$ cat config.mk
export PLATFORM = sky130hd
export DESIGN_NAME = mpfb_ctrl
export DESIGN_NICKNAME = d
export VERILOG_FILES = /design/src/hdl/mpfb_pkg.sv /design/src/hdl/mpfb_ctrl.sv
export SDC_FILE = /design/constraint.sdc
export NUM_CORES = 1
export LEC_CHECK = 0
export ABC_CLOCK_PERIOD_IN_PS = 3700
export BUFFER_PORTS_ARGS = -buffer_cell sky130_fd_sc_hd__buf_2
export CAP_MARGIN = 20
export CORE_AREA = 2 2 39 41
export CTS_BUF_LIST = sky130_fd_sc_hd__clkbuf_2 sky130_fd_sc_hd__clkbuf_4 sky130_fd_sc_hd__clkbuf_8
export DETAILED_ROUTE_END_ITERATION = 8
export DIE_AREA = 0 0 41 43
export GPL_ROUTABILITY_DRIVEN = 0
export PLACE_DENSITY = 0.69
export SYNTH_ARGS = -nofsm -noshare
export SYNTH_HDL_FRONTEND = slang
export SYNTH_SLANG_ARGS = --single-unit
$ cat constraint.sdc
create_clock -name clk -period 3.7 [get_ports clk]
set_input_delay 0.185 -clock clk [delete_from_list [all_inputs] [get_ports clk]]
set_output_delay 0.185 -clock clk [all_outputs]
set_load 0.005 [all_outputs]
$ cat src/hdl/mpfb_pkg.sv
// Shared constants, codes and bundle types of the framebuffer plot unit.
package mpfb_pkg;

    // Store geometry
    localparam int MAX_COLUMNS  = 128;
    localparam int MAX_PAGES    = 8;
    localparam int PIX_PER_BYTE = 8;
    localparam int MAX_ROWS     = MAX_PAGES * PIX_PER_BYTE;
    localparam int STORE_DEPTH  = MAX_COLUMNS * MAX_PAGES;
    localparam int ADDR_W       = $clog2(STORE_DEPTH);

    // Derived widths
    localparam int COL_W  = $clog2(MAX_COLUMNS + 1);
    localparam int ROW_W  = $clog2(MAX_ROWS + 1);
    localparam int PAGE_W = (MAX_PAGES > 1) ? $clog2(MAX_PAGES) : 1;
    localparam int SUM_W  = PAGE_W + COL_W + 1;
    localparam int CNT_W  = 4;

    // Fixed field widths
    localparam int PWIDTH_W = 8;
    localparam int PHEIGHT_W = 7;
    localparam int COORD_W  = 16;
    localparam int RIDX_W   = 10;
    localparam int DATA_W   = 8;

    // Register map (word index)
    localparam logic REG_PANEL_WIDTH  = 1'b0;
    localparam logic REG_PANEL_HEIGHT = 1'b1;

    typedef enum logic [1:0] {
        CMD_PLOT   = 2'd0,
        CMD_BITMAP = 2'd1,
        CMD_CLEAR  = 2'd2,
        CMD_READ   = 2'd3
    } cmd_t;

    typedef enum logic [1:0] {
        COLOR_BLACK  = 2'd0,
        COLOR_WHITE  = 2'd1,
        COLOR_INVERT = 2'd2,
        COLOR_NONE   = 2'd3
    } color_t;

    typedef struct packed {
        logic [PWIDTH_W-1:0]  width;
        logic [PHEIGHT_W-1:0] height;
    } cfg_t;

    // Controller to datapath
    typedef struct packed {
        logic latch;      // capture the accepted command
        logic rmw_read;   // read the byte of the current pixel
        logic rmw_write;  // write back the modified byte
        logic next_bit;   // advance to the next bitmap bit
        logic clr_write;  // write zero at the sweep address
        logic rd_issue;   // read the byte for a read command
        logic load_out;   // move the result into the output register
    } dp_cmd_t;

    // Datapath to controller
    typedef struct packed {
        logic bits_done;
        logic pixel_hit;
        logic clr_last;
        logic out_busy;
    } dp_stat_t;

endpackage

$ cat src/hdl/mpfb_ctrl.sv
// Command sequencer of the framebuffer plot unit.
module mpfb_ctrl (
    input  logic              clk,
    input  logic              rst_n,
    input  logic              in_valid,
    output logic              in_stall,
    input  logic [1:0]        command,
    input  mpfb_pkg::dp_stat_t stat,
    output mpfb_pkg::dp_cmd_t  cmd
);

    typedef enum logic [6:0] {
        S_INIT  = 7'b0000001,
        S_IDLE  = 7'b0000010,
        S_STEP  = 7'b0000100,
        S_WRITE = 7'b0001000,
        S_CLEAR = 7'b0010000,
        S_READ  = 7'b0100000,
        S_DONE  = 7'b1000000
    } state_t;

    state_t state_reg, state_next;
    mpfb_pkg::cmd_t op;

    assign op       = mpfb_pkg::cmd_t'(command);
    assign in_stall = (state_reg != S_IDLE);

    always_ff @(posedge clk or negedge rst_n)
    begin
        if (!rst_n)
        begin
            state_reg <= S_INIT;
        end
        else
        begin
            state_reg <= state_next;
        end
    end

    // Next state and datapath commands
    always_comb
    begin
        state_next = state_reg;
        cmd        = '0;
        unique case (state_reg)
            S_INIT:
            begin
                cmd.clr_write = 1'b1;
                if (stat.clr_last)
                begin
                    state_next = S_IDLE;
                end
            end
            S_IDLE:
            begin
                if (in_valid)
                begin
                    cmd.latch = 1'b1;
                    unique case (op)
                        mpfb_pkg::CMD_PLOT:   state_next = S_STEP;
                        mpfb_pkg::CMD_BITMAP: state_next = S_STEP;
                        mpfb_pkg::CMD_CLEAR:  state_next = S_CLEAR;
                        mpfb_pkg::CMD_READ:   state_next = S_READ;
                        default:              state_next = S_IDLE;
                    endcase
                end
            end
            S_STEP:
            begin
                priority if (stat.bits_done)
                begin
                    state_next = S_DONE;
                end
                else if (stat.pixel_hit)
                begin
                    cmd.rmw_read = 1'b1;
                    state_next   = S_WRITE;
                end
                else
                begin
                    cmd.next_bit = 1'b1;
                end
            end
            S_WRITE:
            begin
                cmd.rmw_write = 1'b1;
                cmd.next_bit  = 1'b1;
                state_next    = S_STEP;
            end
            S_CLEAR:
            begin
                cmd.clr_write = 1'b1;
                if (stat.clr_last)
                begin
                    state_next = S_DONE;
                end
            end
            S_READ:
            begin
                cmd.rd_issue = 1'b1;
                state_next   = S_DONE;
            end
            S_DONE:
            begin
                if (!stat.out_busy)
                begin
                    cmd.load_out = 1'b1;
                    state_next   = S_IDLE;
                end
            end
            default:
            begin
                state_next = S_INIT;
            end
        endcase
    end

endmodule

==> out/metrics.cfg <==
[yosys]
syn_nets=79
synth_edf_count=0
yosysUniqueCellTypes=37
synthFlopType=dfrtp_1
postSynthCellCount=70
ys_ff_latch=7
ys_top_cells_by_area=dfrtp_1, dfstp_2, o22ai_1
syn_area_per_cell_um2=8.45
yosys_warnings=0
synth_top_area_frac=0.254
syn_area_um2=592
ys_seq_area_frac=0.298
yosysTopAreaCell=dfrtp_1
async_flop_share=1.00

[worst_setup_path]
critPathLaunchType=flop
crit_path_max_fanout=8
crit_path_end_kind=output port
critical_path_arrival_ns=1.80
crit_required_ns=3.51
rrSetupSlack_ns=2.14
setup.worst_path.class=flop to output port
cp_slowest_cell=or4b_1
cp_cell_sequence=nor2_2 > nand3_1 > or4b_1 > nand2b_1 > buf_2
slowest_delay_ns=0.50

[layout]
nNetsFinal=95
instances_no_fill=101
syn_to_final_growth_pct=16.3
multi_input_area_um2=370
diodes=0
seqCellArea_um2=176
final_cell_mix=buf_2, dfrtp_1, nor2_1
final_layout_size_suffix_gt1_frac=0.306
fillers=151
largest_register_ffs=7
final_common_cell=buf_2

[timing]
fin_ws_ns=1.72
maxSlewViolCount=0
final.setup.tns_ns=0
period_share=0.536
worstMarginPinSlew_ns=0.349
max_freq_mhz=505
setup_viol=0
post-route-min-period_ns=1.98
rsz0062_at_grt=false
timing_hold_violations_final=0
hold_ws_ns=0.149
relSlewSlack=0.765
skew_ns=0.00237

[power_and_ir_drop]
power_uw=365
power_frac_seq=0.358
power_leakage_uw=0.000323
irDropWorstVdd_mv=0.309
power_switching_uw=154
clock_power_share=0.200
p_int_uw=211
pwr-share-comb=0.441
swShare=0.422
p_per_area_nw_per_um2=530

[floorplan]
core_area_um2=1380
dieWidth_um=41
io_pins=17
die_area_um2=1760
die_y_um=43
initial_core_util=0.428
rows=14

[cts]
clockBufferDepth=2
cts.repair.resized=0
clk_latency_ns=0.26
h-tree-depth=1
cts_sinks=7
clockRootBuffer=clkbuf_4
tritoncts=built
clkSlewWorstSetupHoldPaths_ns=0.06
cts_buffers=3

[drt]
wl_per_cell_um=14.8
drc_errors=0
wirelength_mm=1.49
drt-initial-drc-count=15
final_antenna_net_count=0
drt_pass1_iterations=4
vias=605
avgViaCountPerCell=5.99

[grt]
grt_pass1_vias=557
grt_usage=0.209
grt_pass1_wl_mm=2.48
grt_max_degree=12
antenna_found_initial=0
grt.overflow.total=0

[placed_design]
pre_cts_ws_ns=2.02
dp.cells=96
portBuffers=16
dp_hpwl_mm=1.11

[run_status]
status=finished clean

[job]
cap_violations=0

[min_path]
worstHoldPathType=primary input to flop

-- cell families after synthesis --
family	share of synthesized area
XOR/XNOR	0.0296
AO/OA/AOI/OAI	0.148
buffers and inverters	0.0761
flip-flops	0.298
AND/OR/NAND/NOR	0.448
-- layout make-up --
cell class	count	area share
timing repair buffer	17	0.131
tap	16	0.0291
multi-input combinational	56	0.538
clock buffer	3	0.0327
clock inverter	1	0.00727
inverter	1	0.00545
sequential	7	0.256
-- cell usage after synthesis, types with 2 or more instances --
master,instances
buf_6,2
o311ai_0,2
nand3_1,3
o22ai_1,4
dfrtp_1,6
o21ai_0,4
nor3_1,4
nor2_1,5
and3_1,2
and4_1,2
nand2_1,4
and4b_1,2
buf_2,2
nor2b_1,3
nand2b_1,2
a21oi_1,2
-- stage by stage --
step / utilization / area, um^2
floorplan: - / 592
global placement: 0.470 / 651
detailed placement: 0.470 / 651
CTS: 0.497 / 688
global route: 0.497 / 688
finish: 0.497 / 688
-- repair_timing --
action | in CTS | in global routing
endpoints found under the hold margin | 7 | 0
setup buffers | 0 | 0
hold buffers | 1 | 0
-- metal layers --
metal	up-vias	wire [um]	GRT usage
li1	289	-	-
met1	283	680	0.280
met2	33	701	0.325
met3	0	112	0.0785
met4	0	0	0.0200
met5	-	0	0
-- critical path, delay by kind of cell, from the launching register on --
family                 cells  cell delay (ns)
AND/OR/NAND/NOR            4             0.96
flip-flops                 1             0.49
buffers and inverters      1             0.10
-- power by group through the flow --
stage | Combinational, uW | Sequential, uW | Clock (uW)
after floorplan | 157 | 98.6 | 0
after global placement | 160 | 131 | 0
after detailed placement | 159 | 131 | 0
after CTS | 161 | 130 | 75.7
after global routing | 182 | 133 | 79.7
final | 161 | 131 | 73.2
-- worst paths after layout --
kind                                          start                  endpoint  cells after the start
max in group asynchronous                     rst_n  state_reg[0]$_DFFE_PN1P_                      2
min                                      command[0]  state_reg[4]$_DFFE_PN0P_                      2
min in group asynchronous                     rst_n  state_reg[5]$_DFFE_PN0P_                      2
max                        state_reg[4]$_DFFE_PN0P_                    cmd[3]                      5
min reg2reg                state_reg[4]$_DFFE_PN0P_  state_reg[0]$_DFFE_PN1P_                      1
max reg2reg                state_reg[2]$_DFFE_PN0P_  state_reg[2]$_DFFE_PN0P_                      4
No activity file was read; power rests on OpenSTA's default activity.
